### config.mk
export PLATFORM = sky130hd
export DESIGN_NAME = ir_relative_interval_decoder_core
export DESIGN_NICKNAME = d
export VERILOG_FILES = /design/src/rtl/core/ird_pkg.sv /design/src/rtl/core/ird_window.sv /design/src/rtl/core/ird_frame.sv /design/src/rtl/core/ir_relative_interval_decoder_core.sv
export SDC_FILE = /design/constraint.sdc
export NUM_CORES = 1
export LEC_CHECK = 0
export ABC_AREA = 0
export BUFFER_PORTS_ARGS = -buffer_cell sky130_fd_sc_hd__buf_2
export CORE_ASPECT_RATIO = 0.8
export CORE_MARGIN = 1
export CORE_UTILIZATION = 30
export DETAILED_ROUTE_END_ITERATION = 10
export SETUP_SLACK_MARGIN = 0.1
export SYNTH_ARGS = -nofsm -noshare
export SYNTH_HDL_FRONTEND = slang
export SYNTH_SLANG_ARGS = --single-unit
### constraint.sdc
create_clock -name clk -period 4.9 [get_ports clk]
set_clock_uncertainty 0.2 [all_clocks]
set_input_delay 0.245 -clock clk [delete_from_list [all_inputs] [get_ports clk]]
set_output_delay 0.245 -clock clk [all_outputs]
set_load 0.02 [all_outputs]
### src/rtl/core/ird_pkg.sv
// Shared types and constants for the IR relative interval decoder.
package ird_pkg;

  localparam int CODE_BITS  = 31;
  localparam int CODE_SPAN  = 32;
  localparam int IVL_W      = 16;
  localparam int COUNT_W    = 8;
  localparam int SKIP_W     = 4;
  localparam int PCT_W      = 7;
  localparam int TOL_W      = 10;
  localparam int CFG_DATA_W = 7;
  localparam int CFG_IDX_W  = 1;

  // floor(p / 100) == floor(floor(p / 4) * RECIP_25 / 2**RECIP_SHIFT) for 16-bit p
  localparam logic [14:0] RECIP_25    = 15'd20972;
  localparam int          RECIP_SHIFT = 19;

  localparam logic KIND_INTERVAL = 1'b0;
  localparam logic KIND_TIMEOUT  = 1'b1;

  localparam logic [CFG_IDX_W-1:0] REG_SKIP_COUNT = 1'b0;
  localparam logic [CFG_IDX_W-1:0] REG_TOL_PCT    = 1'b1;

  typedef struct packed {
    logic             kind;
    logic [IVL_W-1:0] interval;
  } item_t;

  typedef struct packed {
    logic [CODE_BITS-1:0] code;
    logic [COUNT_W-1:0]   capture_total;
  } result_t;

  // Interval with its precomputed tolerance, passed to the frame stage
  typedef struct packed {
    logic             valid;
    logic             kind;
    logic [IVL_W-1:0] interval;
    logic [TOL_W-1:0] tol;
  } win_t;

endpackage

### src/rtl/core/ird_window.sv
// Two-stage tolerance pipeline: percent scaling, then divide by 100.
module ird_window
  import ird_pkg::*;
(
  input  logic             clk,
  input  logic             rst,
  input  logic             item_valid,
  output logic             item_ready,
  input  item_t            item,
  input  logic [PCT_W-1:0] tolerance_percent,
  output win_t             win,
  input  logic             win_ready
);

  logic             a_valid;
  logic             a_kind;
  logic [IVL_W-1:0] a_interval;
  logic [IVL_W-1:0] a_prod;
  logic             a_ready;

  logic [IVL_W+PCT_W-1:0]    prod_full;
  logic [28:0]               recip_prod;
  logic [TOL_W-1:0]          tol_next;

  assign prod_full  = item.interval * tolerance_percent;
  assign recip_prod = a_prod[IVL_W-1:2] * RECIP_25;
  assign tol_next   = recip_prod[RECIP_SHIFT+TOL_W-1:RECIP_SHIFT];

  assign a_ready    = !win.valid || win_ready;
  assign item_ready = !a_valid || a_ready;

  always_ff @(posedge clk) begin
    if (rst) begin
      a_valid <= 1'b0;
    end else if (item_ready) begin
      a_valid <= item_valid;
    end
    if (item_ready && item_valid) begin
      a_kind     <= item.kind;
      a_interval <= item.interval;
      a_prod     <= prod_full[IVL_W-1:0];
    end
  end

  always_ff @(posedge clk) begin
    if (rst) begin
      win.valid <= 1'b0;
    end else if (a_ready) begin
      win.valid <= a_valid;
    end
    if (a_ready && a_valid) begin
      win.kind     <= a_kind;
      win.interval <= a_interval;
      win.tol      <= tol_next;
    end
  end

endmodule

### src/rtl/core/ird_frame.sv
// Frame state: position count, reference window, code shift and result register.
module ird_frame
  import ird_pkg::*;
#(
  parameter int MAX_CAPTURES = 64
) (
  input  logic              clk,
  input  logic              rst,
  input  win_t              win,
  output logic              win_ready,
  input  logic [SKIP_W-1:0] skip_count,
  output logic              result_valid,
  input  logic              result_stall,
  output result_t           result
);

  logic [COUNT_W-1:0]   capture_count;
  logic [IVL_W-1:0]     low_bound;
  logic [IVL_W-1:0]     high_bound;
  logic [CODE_BITS-1:0] code_shift;

  logic                 take;
  logic                 is_timeout;
  logic                 has_room;
  logic [COUNT_W:0]     span_end;
  logic                 at_ref;
  logic                 in_span;
  logic                 outside;
  logic [IVL_W-1:0]     low_next;
  logic [IVL_W-1:0]     high_next;

  assign is_timeout = (win.kind == KIND_TIMEOUT);
  assign win_ready  = !is_timeout || !result_valid || !result_stall;
  assign take       = win.valid && win_ready;

  assign has_room  = capture_count < COUNT_W'(MAX_CAPTURES);
  assign span_end  = {5'd0, skip_count} + (COUNT_W+1)'(CODE_SPAN);
  assign at_ref    = capture_count == {4'd0, skip_count};
  assign in_span   = (capture_count > {4'd0, skip_count}) && ({1'b0, capture_count} < span_end);
  assign outside   = (win.interval < low_bound) || (win.interval > high_bound);
  assign low_next  = win.interval - {6'd0, win.tol};
  assign high_next = win.interval + {6'd0, win.tol};

  always_ff @(posedge clk) begin
    if (rst) begin
      capture_count <= '0;
      low_bound     <= '0;
      high_bound    <= '0;
      code_shift    <= '0;
    end else if (take) begin
      if (is_timeout) begin
        capture_count <= '0;
        low_bound     <= '0;
        high_bound    <= '0;
        code_shift    <= '0;
      end else if (has_room) begin
        capture_count <= capture_count + COUNT_W'(1);
        if (at_ref || in_span) begin
          low_bound  <= low_next;
          high_bound <= high_next;
        end
        if (in_span) begin
          code_shift <= {code_shift[CODE_BITS-2:0], outside};
        end
      end
    end
  end

  always_ff @(posedge clk) begin
    if (rst) begin
      result_valid <= 1'b0;
    end else if (take && is_timeout) begin
      result_valid <= 1'b1;
    end else if (!result_stall) begin
      result_valid <= 1'b0;
    end
    if (take && is_timeout) begin
      result.code          <= code_shift;
      result.capture_total <= capture_count;
    end
  end

endmodule

### src/rtl/core/ir_relative_interval_decoder_core.sv
// Top level of the IR relative interval decoder: config registers and pipeline.
//
//  channel   | direction | handshake                 | payload
//  ----------+-----------+---------------------------+----------------------------
//  item      | in        | item_valid / item_stall   | item_t   {kind, interval}
//  result    | out       | result_valid / result_stall | result_t {code, capture_total}
//  cfg       | in        | cfg_we (no wait)          | cfg_index, cfg_data
//
//  One transaction per cycle sustained while no timeout waits on a stalled
//  result; an interval's effect lands after the scale multiply register,
//  then the divide-by-100 multiply register, then the frame update.
//  A timeout's result reaches the result register through the same pipeline registers.
//  Reset (rst, synchronous) empties the pipeline, clears frame state and
//  restores skip_count = 2, tolerance_percent = 25.
//  A stalled result blocks only timeouts at the frame stage; intervals keep
//  flowing, and the pipeline holds when a timeout is waiting.
module ir_relative_interval_decoder_core
  import ird_pkg::*;
#(
  parameter int MAX_CAPTURES = 64
) (
  input  logic                  clk,
  input  logic                  rst,
  // item channel
  input  logic                  item_valid,
  output logic                  item_stall,
  input  item_t                 item,
  // result channel
  output logic                  result_valid,
  input  logic                  result_stall,
  output result_t               result,
  // configuration writes
  input  logic                  cfg_we,
  input  logic [CFG_IDX_W-1:0]  cfg_index,
  input  logic [CFG_DATA_W-1:0] cfg_data
);

  logic [SKIP_W-1:0] skip_count;
  logic [PCT_W-1:0]  tolerance_percent;
  logic              item_ready;
  win_t              win;
  logic              win_ready;

  // Config registers; the user must write them only while no transaction is in flight; the block does not enforce this.
  always_ff @(posedge clk) begin
    if (rst) begin
      skip_count        <= SKIP_W'(2);
      tolerance_percent <= PCT_W'(25);
    end else if (cfg_we) begin
      case (cfg_index)
        REG_SKIP_COUNT: skip_count        <= cfg_data[SKIP_W-1:0];
        REG_TOL_PCT:    tolerance_percent <= cfg_data[PCT_W-1:0];
        default: ;
      endcase
    end
  end

  assign item_stall = !item_ready;

  // Tolerance per interval: (interval * pct mod 2^16) / 100
  ird_window u_window (
    .clk               (clk),
    .rst               (rst),
    .item_valid        (item_valid),
    .item_ready        (item_ready),
    .item              (item),
    .tolerance_percent (tolerance_percent),
    .win               (win),
    .win_ready         (win_ready)
  );

  // Window compare, code shift, capture count and result register
  ird_frame #(
    .MAX_CAPTURES (MAX_CAPTURES)
  ) u_frame (
    .clk          (clk),
    .rst          (rst),
    .win          (win),
    .win_ready    (win_ready),
    .skip_count   (skip_count),
    .result_valid (result_valid),
    .result_stall (result_stall),
    .result       (result)
  );

endmodule
# Yosys cells after proc, flatten, opt, wreduce, memory -nomap -nowiden
# Index checks and enable logic that the tools add are counted.
[op_classes]
n_mux = 13
div_mod_pow = 0
n_reduce_logical = 25
addsub = 4
magnitude_cmp = 5
bitwise_logic = 1
shifts = 0
multipliers = 2
eq_ne = 2
[op_table]
columns = ["operator", "count"]
rows = [
  ["16-bit two-way mux", 6],
  ["31-bit two-way mux", 3],
  ["14-bit by 13-bit multiplier with 27-bit output, second input constant", 1],
  ["16-bit by 10-bit adder with 16-bit output", 1],
  ["16-bit > comparator", 1],
  ["16-bit less-than comparator", 1],
  ["16-bit by 7-bit multiplier with 16-bit output", 1],
  ["8-bit two-way mux", 2],
  ["16-bit by 10-bit subtractor with 16-bit output", 1],
  ["8-bit by 9-bit less-than comparator with 1-bit output", 1],
  ["8-bit by 1-bit adder with 8-bit output, second input constant", 1],
  ["8-bit by 4-bit equality test with 1-bit output", 1],
  ["8-bit by 4-bit > comparator with 1-bit output", 1],
  ["8-bit by 7-bit less-than comparator with 1-bit output, second input constant", 1],
  ["4-bit by 6-bit adder with 7-bit output, second input constant", 1],
  ["1-bit zero test", 6],
  ["1-bit logical OR", 6],
  ["2-bit AND reduction", 3],
  ["3-bit AND reduction", 2],
  ["2-bit nonzero test", 3],
  ["1-bit logical AND", 5],
  ["1-bit two-way mux", 2],
  ["2-bit by 1-bit inequality test with 1-bit output, second input constant", 1],
  ["1-bit NOT", 1],
]
[totals]
memories = 0
ram_bits = 0
latchBits = 0
register_bits = 184
wordCells = 69
romBits = 0
input_bits = 30

# Longest topological paths before layout
# Gate-level depths: netlist (run 1).
[depth]
word_depth = 7
mapped_depth = 18
depth_no_buf = 17

# Cells and area by module
# Synthesis (run 1) repeated with hierarchy kept, for this count alone.
[hier_totals]
hier_cells = 1384
area_unflattened_um2 = 14010.9
[by_module_without_submodules]
columns = ["module", "cells_per_inst", "area_each_um2", "instances"]
rows = [
  ["ird_window", 683, 7544.7, 1],
  ["ird_frame", 655, 5993.2, 1],
  ["ir_relative_interval_decoder_core", 46, 473.0, 1],
]

# Worst setup path after synthesis (run 1)
# No wires, ideal clock.
[synth_timing]
path_type = "register to register"
start = "register u_window.a_prod[12]"
end = "register u_window.win[4] (netlist name)"
t_arrival_ns = 4.360
stages_incl_launch_ff = 18
slack_ns = 0.074
t_required_ns = 4.434
synth_period_minus_slack_ns = 4.826
path_buffers = 0
cell_sequence = "edfxtp_1 -> fa_1 -> ha_1 -> inv_1 -> fa_1 -> inv_1 -> fa_1 -> inv_1 -> fa_1 -> inv_1 -> ha_1 -> a21oi_1 -> o21ai_0 -> a31oi_1 -> nand2_1 -> a21oi_1 -> o221ai_1 -> xor2_1"
[synth_between]
elab_chain_cells = 1
[synth_rtl]
columns = ["element", "line", "rtl"]
rows = [
  ["start, declared", "ird_window.sv:18", "logic [IVL_W-1:0] a_prod;"],
  ["start signal, assigned", "ird_window.sv:41", "a_prod <= prod_full[IVL_W-1:0];"],
  ["14-bit by 13-bit multiplier with 27-bit output", "ird_window.sv:26", "assign recip_prod = a_prod[IVL_W-1:2] * RECIP_25;"],
  ["net u_window.recip_prod[23]", "ird_window.sv:22", "logic [28:0] recip_prod;"],
]
# The timed path passes the listed nets, and every way through them passes these cells.
# A chain may end at the register's enable or synchronous reset.

# Worst setup path in the final report (run 1)
[layout_timing]
start = "register u_window.a_prod[11]"
end = "register u_window.win[9] (netlist name)"
[layout_between]
elab_chain_cells = 1
[layout_rtl]
columns = ["element", "line"]
rows = [
  ["14-bit by 13-bit multiplier with 27-bit output", "ird_window.sv:26"],
  ["net u_window.recip_prod[28]", "ird_window.sv:22"],
]
# The timed path passes the listed nets, and every way through them passes these cells.

==> results of run 1 <==
-- sequential cells by signal (all words and copies together) (netlist names) --
register and cells:
skip_count 4, u_frame.code_shift 31, u_window.a_prod 14, u_frame.high_bound 15
u_window.a_interval 16, u_frame.result 39, u_frame.low_bound 16, u_frame.result_valid 1
u_window.win 28, u_window.a_valid 1, u_frame.capture_count 8, tolerance_percent 7
u_window.a_kind 1
-- area by class of cell --
class / count / area share [%]
Timing Repair Buffer: 173 / 7.64
Clock inverter: 14 / 1.10
Multi-Input combinational cell: 892 / 51.1
Tap cell: 603 / 4.61
Inverter: 210 / 4.82
Clock buffer: 18 / 2.62
Sequential cell: 181 / 28.1
-- kinds of logic after synthesis --
family	Yosys count	share of synthesized area, %
and+or+nand+nor	336	12.2
adders and majority gates	291	33.2
buffers and inverters	248	7.00
AOI/OAI and AO/OA	202	9.67
DFF	181	33.8
xor gates and xnor gates	62	3.99
muxes	1	0.0736
-- worst paths after layout --
check / startpoint / endpoint / slack, ns / cells past startpoint
worst min register to register: u_window.a_interval[14] / u_window.win[24] / 0.23 / 0
worst max-delay path: u_window.a_prod[11] / u_window.win[9] / -0.02 / 17
worst min-delay path: rst / u_frame.capture_count[3] / 0.12 / 3
worst max register to register: u_window.a_prod[11] / u_window.win[9] / -0.02 / 17
-- routing by layer --
layer	up-vias	track usage, %	wire, um
li1	4739	-	-
met1	4664	18.7	14900
met2	153	21.9	13900
met3	23	2.13	947
met4	0	3.50	374
met5	-	0	0
-- timing repair --
item / CTS / global route
hold buffers: 29 / 0
gates cloned: 0 / 0
buffers inserted: 16 / 1
resized for setup: 48 / 37
pin swaps: 36 / 36
endpoints found under the hold margin: 30 / 0
endpoints found under the setup margin: 10 / 13
-- stage by stage --
stage,instance area [um2],hold slack [ns],worst slack (ns),setup TNS (ns)
after CTS,16200,0.0933,-0.0836,-0.105
after detailed placement,15000,0.205,-0.239,-0.880
after global placement,15000,0.208,-0.143,-0.359
after floorplan,13600,0.144,0.107,0
final,16400,0.115,-0.0244,-0.0244
after global routing,16400,0.124,-0.197,-0.695
-- worst register-to-register path: stages, from the launching register on --
cell and delay [ns]:
edfxtp_1 0.51, buf_6 0.17, fa_2 0.48, ha_4 0.28, inv_2 0.03, fa_1 0.47
inv_1 0.05, fa_1 0.47, inv_1 0.05, fa_1 0.49, inv_2 0.05, ha_4 0.24
and3_4 0.17, a31oi_4 0.20, a21oi_2 0.07, a311o_2 0.43, nor4_2 0.25, nor3_1 0.08
-- cell usage after synthesis (all sizes together) (14+ instances only) --
cell	count	area (um2)
inv	210	788
ha	174	2180
nand3	17	85.1
dfxtp	84	1680
edfxtp	97	2910
nand2	84	315
nor2	89	334
a21oi	63	315
o21ai	32	160
nor2b	14	87.6
a22oi	30	225
xor2	26	228
clkbuf	31	116
a21o	14	105
nor3	14	70.1
and2	59	369
fa	117	2340
xnor2	36	315
==> flow_metrics.py, run 1 <==
metrics = {
    "critical_path": {
        "cp_top_family": "adder cells",
        "critPathBufInv": 5,
        "cp_slowest_cell": "edfxtp_1",
        "cp-start-kind": "flip-flop",
        "end_kind": "flip-flop",
        "worstPathMaxFanout": 5,
        "cp.required_ns": 4.90,
        "critical_path_class": "flip-flop to flip-flop",
        "crit_top_cell": "fa_1",
        "crit_chain": "buf_6, fa_2, ha_4, inv_2, fa_1, inv_1, fa_1, inv_1, fa_1, inv_2, ha_4, and3_4, a31oi_4, a21oi_2, a311o_2, nor4_2, nor3_1",
        "slowest_delay_ns": 0.51,
        "cp.arrival_ns": 4.92,
    },
    "layout": {
        "area_delta_synth_final_pct": 20.3,
        "fin_nets": 1796,
        "drive_above_1_share_pct": 16.2,
        "layout.area.seq_um2": 4600,
        "antenna_cells": 0,
        "fin_util_pct": 36.7,
        "fillerInstances": 4462,
        "final_cell_mix": "inv_1 (197), ha_1 (159), fa_1 (112)",
        "instances_no_fill": 2091,
        "multi_input_area_um2": 8360,
        "final_common_cell": "inv_1",
    },
    "global_route": {
        "grt_pass1_vias": 9884,
        "overflow": 0,
        "grt_usage_pct": 13.5,
        "antenna_found_initial": 0,
        "grt_pass1_wl_um": 49500,
        "grt_start_max_net_pins": 70,
    },
    "sta": {
        "period_share_pct": 100,
        "fin_crit_ns": 4.92,
        "setup_violations": 1,
        "rsz0062_at_grt": "yes",
        "relSlewSlack_pct": 35.0,
        "max_freq_mhz": 203,
        "final.setup.worst_slack_ns": -0.0244,
        "timing.final.max_slew_violations": 0,
        "hold_violations": 0,
        "worst_pin_slew_ns": 0.971,
    },
    "placement": {
        "dp_hpwl_um": 23300,
        "gp_congestion": 0.846,
        "io_buffers": 70,
        "dp_cells": 2013,
    },
    "floorplan": {
        "rows": 69,
        "die-area_um2": 46200,
        "core_um2": 44500,
        "fp.dieW_um": 240,
        "io_pins": 71,
        "start_util_pct": 30.5,
        "dieHeight_um": 192,
    },
    "synthesis": {
        "synth-edff-count": 97,
        "synth.ff_latch_count": 181,
        "ys_types": 58,
        "synth-async-reset-ratio_pct": 0,
        "syn_avg_cell_area_um2": 10.3,
        "synth.cell_area_um2": 13600,
        "synth-main-ff-cell": "edfxtp_1",
        "synth_warnings": 0,
        "syn-num-nets": 1642,
        "seq_area_frac_synth_pct": 33.8,
        "syn-instance-count": 1321,
    },
    "drt": {
        "via_count": 9579,
        "firstDrtPassIters": 5,
        "drc": 0,
        "ant_nets": 0,
        "wl_um": 30000,
        "wire_per_inst_um": 14.4,
        "viasPerCell": 4.58,
        "detailedRoute.firstIterationViolations": 490,
    },
    "worst_hold_path": {
        "hold_path_class": "primary input to flip-flop",
    },
    "status": {
        "outcome": "finished with violations",
        "violations": "setup timing",
    },
    "clock_tree": {
        "clkLatencyLatePin_ns": 0.45,
        "ctsRootBufferMaster": "clkbuf_16",
        "cts_tree": "done",
        "cts.sinks": 181,
        "clockBufferDepth": 2,
        "path_clk_slew_ns": 0.08,
        "htreeDepth": 4,
        "cts_buffers": 17,
    },
    "flow_run": {
        "maxCapViolations": 0,
    },
}
Power of run 1 is not shown: default switching activity piles up to over one toggle a cycle in this logic, so the estimate is an artifact.
==> run 2, diff against run 1 <==
--- a/config.mk
+++ b/config.mk
@@ -9,7 +9,7 @@
 export BUFFER_PORTS_ARGS = -buffer_cell sky130_fd_sc_hd__buf_2
 export CORE_ASPECT_RATIO = 0.8
 export CORE_MARGIN = 1
-export CORE_UTILIZATION = 30
+export CORE_UTILIZATION = 35
 export DETAILED_ROUTE_END_ITERATION = 10
 export SETUP_SLACK_MARGIN = 0.1
 export SYNTH_ARGS = -nofsm -noshare
==> run 2 against run 1 <==
- the flow still finishes with violations (setup timing)
- worst hold slack got worse by 0.016 ns
- global-route usage rose by 1.9 points
- routed wire length fell by 1.2%
- via count is 1.3% lower
==> flow_metrics.py, run 2 (synthesis results as in run 1) <==
metrics = {
    "floorplan": {
        "dieHeight_um": 178,
        "fp.dieW_um": 222,
        "die-area_um2": 39600,
        "core_um2": 38300,
        "io_pins": 71,
        "start_util_pct": 35.5,
        "rows": 64,
    },
    "sta": {
        "timing.final.max_slew_violations": 0,
        "timing.hold.ws_ns": 0.0998,
        "max_freq_mhz": 200,
        "worst_pin_slew_ns": 1.01,
        "hold_violations": 0,
        "rsz0062_at_grt": "yes",
        "period_share_pct": 102,
        "relSlewSlack_pct": 32.1,
        "fin_crit_ns": 4.99,
        "final.setup.worst_slack_ns": -0.0941,
        "tns_ns": -0.303,
        "setup_violations": 5,
    },
    "layout": {
        "reg_top3": "u_frame.result (39), u_frame.code_shift (31), u_window.win (28)",
        "final_cell_mix": "inv_1 (204), ha_1 (160), fa_1 (114)",
        "final_area_um2": 16300,
        "drive_above_1_share_pct": 15.9,
        "area_delta_synth_final_pct": 19.8,
        "fin_nets": 1793,
        "regMostFlops": "u_frame.result",
        "antenna_cells": 0,
        "instances_no_fill": 1980,
        "fillerInstances": 3644,
        "final_common_cell": "inv_1",
        "largest_reg_flops": 39,
    },
    "worst_hold_path": {
        "hold_path_class": "primary input to flip-flop",
        "hold_start": "rst",
        "holdPathEnd": "u_frame.capture_count[5]",
        "hold_path_depth": 3,
    },
    "critical_path": {
        "cp_slowest_cell": "fa_1",
        "reg2reg_depth": 17,
        "cp.arrival_ns": 5.07,
        "r2r-end": "u_window.win[9]",
        "r2r_setup_slack_ns": -0.09,
        "slowest_delay_ns": 0.55,
        "r2r-start": "u_window.a_prod[13]",
        "critPathBufInv": 4,
        "critical_path_class": "flip-flop to flip-flop",
        "crit_chain": "buf_6, buf_4, ha_4, fa_1, fa_1, fa_1, inv_1, fa_1, inv_2, ha_4, a21oi_2, o21ai_2, a31oi_4, a21oi_2, a311o_1, and4_1, nor3_1",
        "cp-start-kind": "flip-flop",
        "cp.required_ns": 4.98,
        "cp_top_family": "adder cells",
        "crit_top_cell": "fa_1",
        "end_kind": "flip-flop",
        "worstPathMaxFanout": 4,
    },
    "drt": {
        "firstDrtPassIters": 5,
        "detailedRoute.firstIterationViolations": 462,
        "wl_um": 29700,
        "via_count": 9458,
        "viasPerCell": 4.78,
        "wire_per_inst_um": 15.0,
        "ant_nets": 0,
        "drc": 0,
    },
    "clock_tree": {
        "cts_buffers": 17,
        "ctsRootBufferMaster": "clkbuf_16",
        "cts_tree": "done",
        "path_clk_slew_ns": 0.08,
        "cts.sinks": 181,
        "htreeDepth": 4,
        "clkLatencyLatePin_ns": 0.45,
        "clockBufferDepth": 2,
    },
    "global_route": {
        "grt_usage_pct": 15.4,
        "grt_busiest_layer": "met2",
        "overflow": 0,
        "use_met2_pct": 24.2,
        "antenna_found_initial": 0,
        "grt_start_max_net_pins": 70,
        "met3_usage_pct": 1.89,
        "grt_pass1_vias": 9439,
        "grt_pass1_wl_um": 48400,
        "use_met1_pct": 22.4,
    },
    "placement": {
        "gp_congestion": 0.889,
        "dp_hpwl_um": 23100,
        "placed_cell_area_um2": 14800,
        "io_buffers": 70,
        "dp_cells": 1904,
    },
    "status": {
        "outcome": "finished with violations",
        "violations": "setup timing",
    },
    "flow_run": {
        "maxCapViolations": 0,
    },
}
## run 2: cell count changes in the layout (fill, tap and decap cells not counted), sizes merged
cell and delta:
buf -3, clkbuf -1, inv +1
## run 2: worst register-to-register path, stage by stage, from the launching register on
cell and delay [ns]:
edfxtp_1 0.46, buf_6 0.16, buf_4 0.13, ha_4 0.22, fa_1 0.53, fa_1 0.45
fa_1 0.49, inv_1 0.05, fa_1 0.55, inv_2 0.05, ha_4 0.24, a21oi_2 0.15
o21ai_2 0.09, a31oi_4 0.21, a21oi_2 0.08, a311o_1 0.36, and4_1 0.23, nor3_1 0.18
## run 2: how the worst max path moves through the flow
stage / startpoint / endpoint / slack, ns / depth (start not counted)
finish: u_window.a_prod[13] / u_window.win[9] / -0.09 / 17
global route: u_window.a_prod[13] / u_window.win[7] / -0.28 / 19
CTS: u_window.a_prod[13] / u_window.win[9] / -0.08 / 18
detailed placement: u_window.a_prod[13] / u_window.win[9] / -0.26 / 17
global placement: u_window.a_prod[13] / u_window.win[9] / -0.12 / 17
floorplan: u_window.a_prod[12] / u_window.win[9] / 0.11 / 17
## run 2: per-layer routing
layer | vias up | wire length, um
li1 | 4735 | -
met1 | 4552 | 15300
met2 | 150 | 13200
met3 | 21 | 887
met4 | 0 | 265
met5 | - | 0
## run 2: layout make-up
type | count | area [um2] | share of cell area (%)
multi-input cells | 892 | 8420 | 51.7
flip-flops and latches | 181 | 4600 | 28.2
repair buffers | 170 | 1230 | 7.56
inverters | 210 | 788 | 4.84
well taps | 495 | 619 | 3.80
clock buffers | 17 | 425 | 2.61
clock inverters | 15 | 209 | 1.28
## run 2: stage by stage
stage                     util [%]  setup WS [ns]
after floorplan                  -          0.107
after global placement        38.8         -0.124
after detailed placement      38.8         -0.258
after CTS                     41.9        -0.0818
after global routing          42.6         -0.281
final                         42.6        -0.0941
## run 2: repair_timing
action	in CTS	in global routing
cloned	0	0
hold buffers	29	0
endpoints found under the setup margin	10	13
hold endpoints to repair	30	0
resized for setup	31	55
buffers inserted	11	6
pin swaps	23	37
Power of run 2 is left out for the same reason.
==> run 3, diff against run 2 <==
--- a/config.mk
+++ b/config.mk
@@ -12,6 +12,8 @@
 export CORE_UTILIZATION = 35
 export DETAILED_ROUTE_END_ITERATION = 10
 export SETUP_SLACK_MARGIN = 0.1
+export SKIP_CTS_REPAIR_TIMING = 1
 export SYNTH_ARGS = -nofsm -noshare
 export SYNTH_HDL_FRONTEND = slang
+export SYNTH_HIERARCHICAL = 1
 export SYNTH_SLANG_ARGS = --single-unit
==> run 3 against run 2 <==
- the flow finishes with violations (hold timing, setup timing)
- global-route usage increased by 0.15 points
- final cell count increased by 4.0%
- worst hold slack got worse by 0.12 ns
- register-to-register slack got worse by 0.02 ns
- non-clock buffer count decreased by 16
- routed wire length increased by 2.9%
- fmax decreased by 0.47%
- synthesized cell count increased by 4.8%
- core utilization decreased by 1.2 points
- setup slack got worse by 0.024 ns
- sequential cell count unchanged
- via count increased by 5.4%
==> flow_metrics.py, run 3 <==
metrics = {
    "sta": {
        "fin_crit_ns": 5.02,
        "setup_violations": 5,
        "timing.final.max_slew_violations": 0,
        "worst_pin_slew_ns": 1.14,
        "timing.hold.ws_ns": -0.0158,
        "max_freq_mhz": 199,
        "rsz0062_at_grt": "yes",
        "tns_ns": -0.340,
        "final.setup.worst_slack_ns": -0.118,
        "period_share_pct": 102,
        "relSlewSlack_pct": 23.5,
        "hold_violations": 1,
    },
    "layout": {
        "drive_above_1_share_pct": 13.8,
        "antenna_cells": 0,
        "reg_top3": "u_frame/result (39), u_frame/code_shift (31), u_window/win (28)",
        "multi_input_area_um2": 8580,
        "area_delta_synth_final_pct": 16.5,
        "largest_reg_flops": 39,
        "final_area_um2": 16300,
        "final_common_cell": "inv_1",
        "layout.area.seq_um2": 4600,
        "fillerInstances": 3837,
        "regMostFlops": "u_frame/result",
        "final_cell_mix": "inv_1 (217), ha_1 (158), fa_1 (115)",
        "fin_nets": 1830,
    },
    "floorplan": {
        "core_um2": 39400,
        "die-area_um2": 40800,
        "fp.dieW_um": 226,
        "start_util_pct": 35.5,
        "rows": 65,
        "io_pins": 71,
        "dieHeight_um": 181,
    },
    "drt": {
        "ant_nets": 0,
        "wire_per_inst_um": 14.8,
        "viasPerCell": 4.84,
        "wl_um": 30500,
        "via_count": 9969,
        "detailedRoute.firstIterationViolations": 531,
        "drc": 0,
        "firstDrtPassIters": 5,
    },
    "status": {
        "outcome": "finished with violations",
        "violations": "hold timing, setup timing",
    },
    "synthesis": {
        "synth_top_area_share_pct": 20.8,
        "synth-edff-count": 97,
        "syn-num-nets": 1704,
        "synth-async-reset-ratio_pct": 0,
        "synth-main-ff-cell": "edfxtp_1",
        "syn_avg_cell_area_um2": 10.1,
        "ys_types": 73,
        "synth.area.top_cells": "edfxtp_1 (21%), fa_1 (17%), ha_1 (15%)",
        "syn-instance-count": 1384,
        "synth_largest_area_cell": "edfxtp_1",
        "synth.cell_area_um2": 14000,
        "yosysMostFrequentCell": "inv_1",
        "seq_area_frac_synth_pct": 32.8,
        "synth_warnings": 6,
        "synthTopCellsByCount": "inv_1 (222), ha_1 (173), fa_1 (117)",
        "synth.ff_latch_count": 181,
    },
    "critical_path": {
        "crit_chain": "buf_6, fa_1, ha_4, fa_1, fa_1, inv_1, fa_1, inv_2, ha_4, a21oi_4, o21a_1, o21ai_2, a2111oi_4, o31ai_4, a21o_1, xor2_1",
        "cp_top_family": "adder cells",
        "worstPathMaxFanout": 4,
        "critical_path_class": "flip-flop to flip-flop",
        "cp.arrival_ns": 5.00,
        "cp_slowest_cell": "fa_1",
        "crit_top_cell": "fa_1",
        "cp-start-kind": "flip-flop",
        "end_kind": "flip-flop",
        "critPathBufInv": 3,
        "slowest_delay_ns": 0.55,
        "cp.required_ns": 4.89,
    },
    "clock_tree": {
        "clockBufferDepth": 2,
        "path_clk_slew_ns": 0.07,
        "ctsRootBufferMaster": "clkbuf_16",
        "cts.sinks": 181,
        "htreeDepth": 4,
        "cts_tree": "done",
        "clkLatencyLatePin_ns": 0.44,
        "cts_buffers": 17,
    },
    "global_route": {
        "antenna_found_initial": 0,
        "grt_pass1_vias": 9917,
        "grt_start_max_net_pins": 72,
        "grt_usage_pct": 15.5,
        "grt_pass1_wl_um": 50700,
        "overflow": 0,
    },
    "placement": {
        "gp_congestion": 0.875,
        "io_buffers": 70,
        "placed_cell_area_um2": 15200,
        "dp_hpwl_um": 23800,
        "dp_slack_ns": -0.127,
    },
    "worst_hold_path": {
        "hold_path_class": "primary input to flip-flop",
    },
    "flow_run": {
        "maxCapViolations": 0,
    },
}
[run 3: logic make-up (layout without fill, tap and decap cells)]
group | count (synthesis) | after routing | share of synthesized area (%)
adder cells (fa/ha/maj) | 290 | 290 | 32.2
AND/OR/NAND/NOR | 353 | 353 | 12.9
XOR/XNOR | 58 | 58 | 3.63
buffers and inverters | 269 | 408 | 7.41
flip-flops | 181 | 181 | 32.8
AO/OA/AOI/OAI | 229 | 229 | 10.8
multiplexers | 4 | 4 | 0.286
[run 3: cell type report]
class	instances	share of cell area, %
Timing Repair Buffer	154	6.55
Sequential cell	181	28.2
Clock inverter	13	0.690
Inverter	222	5.10
Clock buffer	19	2.77
Tap cell	536	4.11
Multi-Input combinational cell	934	52.6
[run 3: worst min-delay path, stage by stage]
cell and delay, ns:
buf_2 0.17, nand3_1 0.10, a21oi_1 0.06
[run 3: worst paths after layout]
check	startpoint	end	slack (ns)	cells past startpoint
setup / recovery	u_window/a_prod[11]	u_window/win[7]	-0.12	16
setup reg to reg	u_window/a_prod[11]	u_window/win[7]	-0.12	16
hold / removal	cfg_index	tolerance_percent[5]	-0.02	3
hold reg to reg	u_window/a_interval[14]	u_window/win[24]	0.22	0
[run 3: metrics by stage]
step / cells / utilization (%)
floorplan: 1384 / -
global placement: 1988 / 38.5
detailed placement: 1988 / 38.5
CTS: 2020 / 40.0
global route: 2059 / 41.4
finish: 2059 / 41.4
[run 3: routing by layer]
layer	up-vias	share of wire [%]	GRT usage, %
li1	4934	-	-
met1	4893	52	23.3
met2	118	44	23.2
met3	24	2.1	2.00
met4	0	1.2	4.19
met5	-	0	0
Power of run 3 is left out for the same reason.
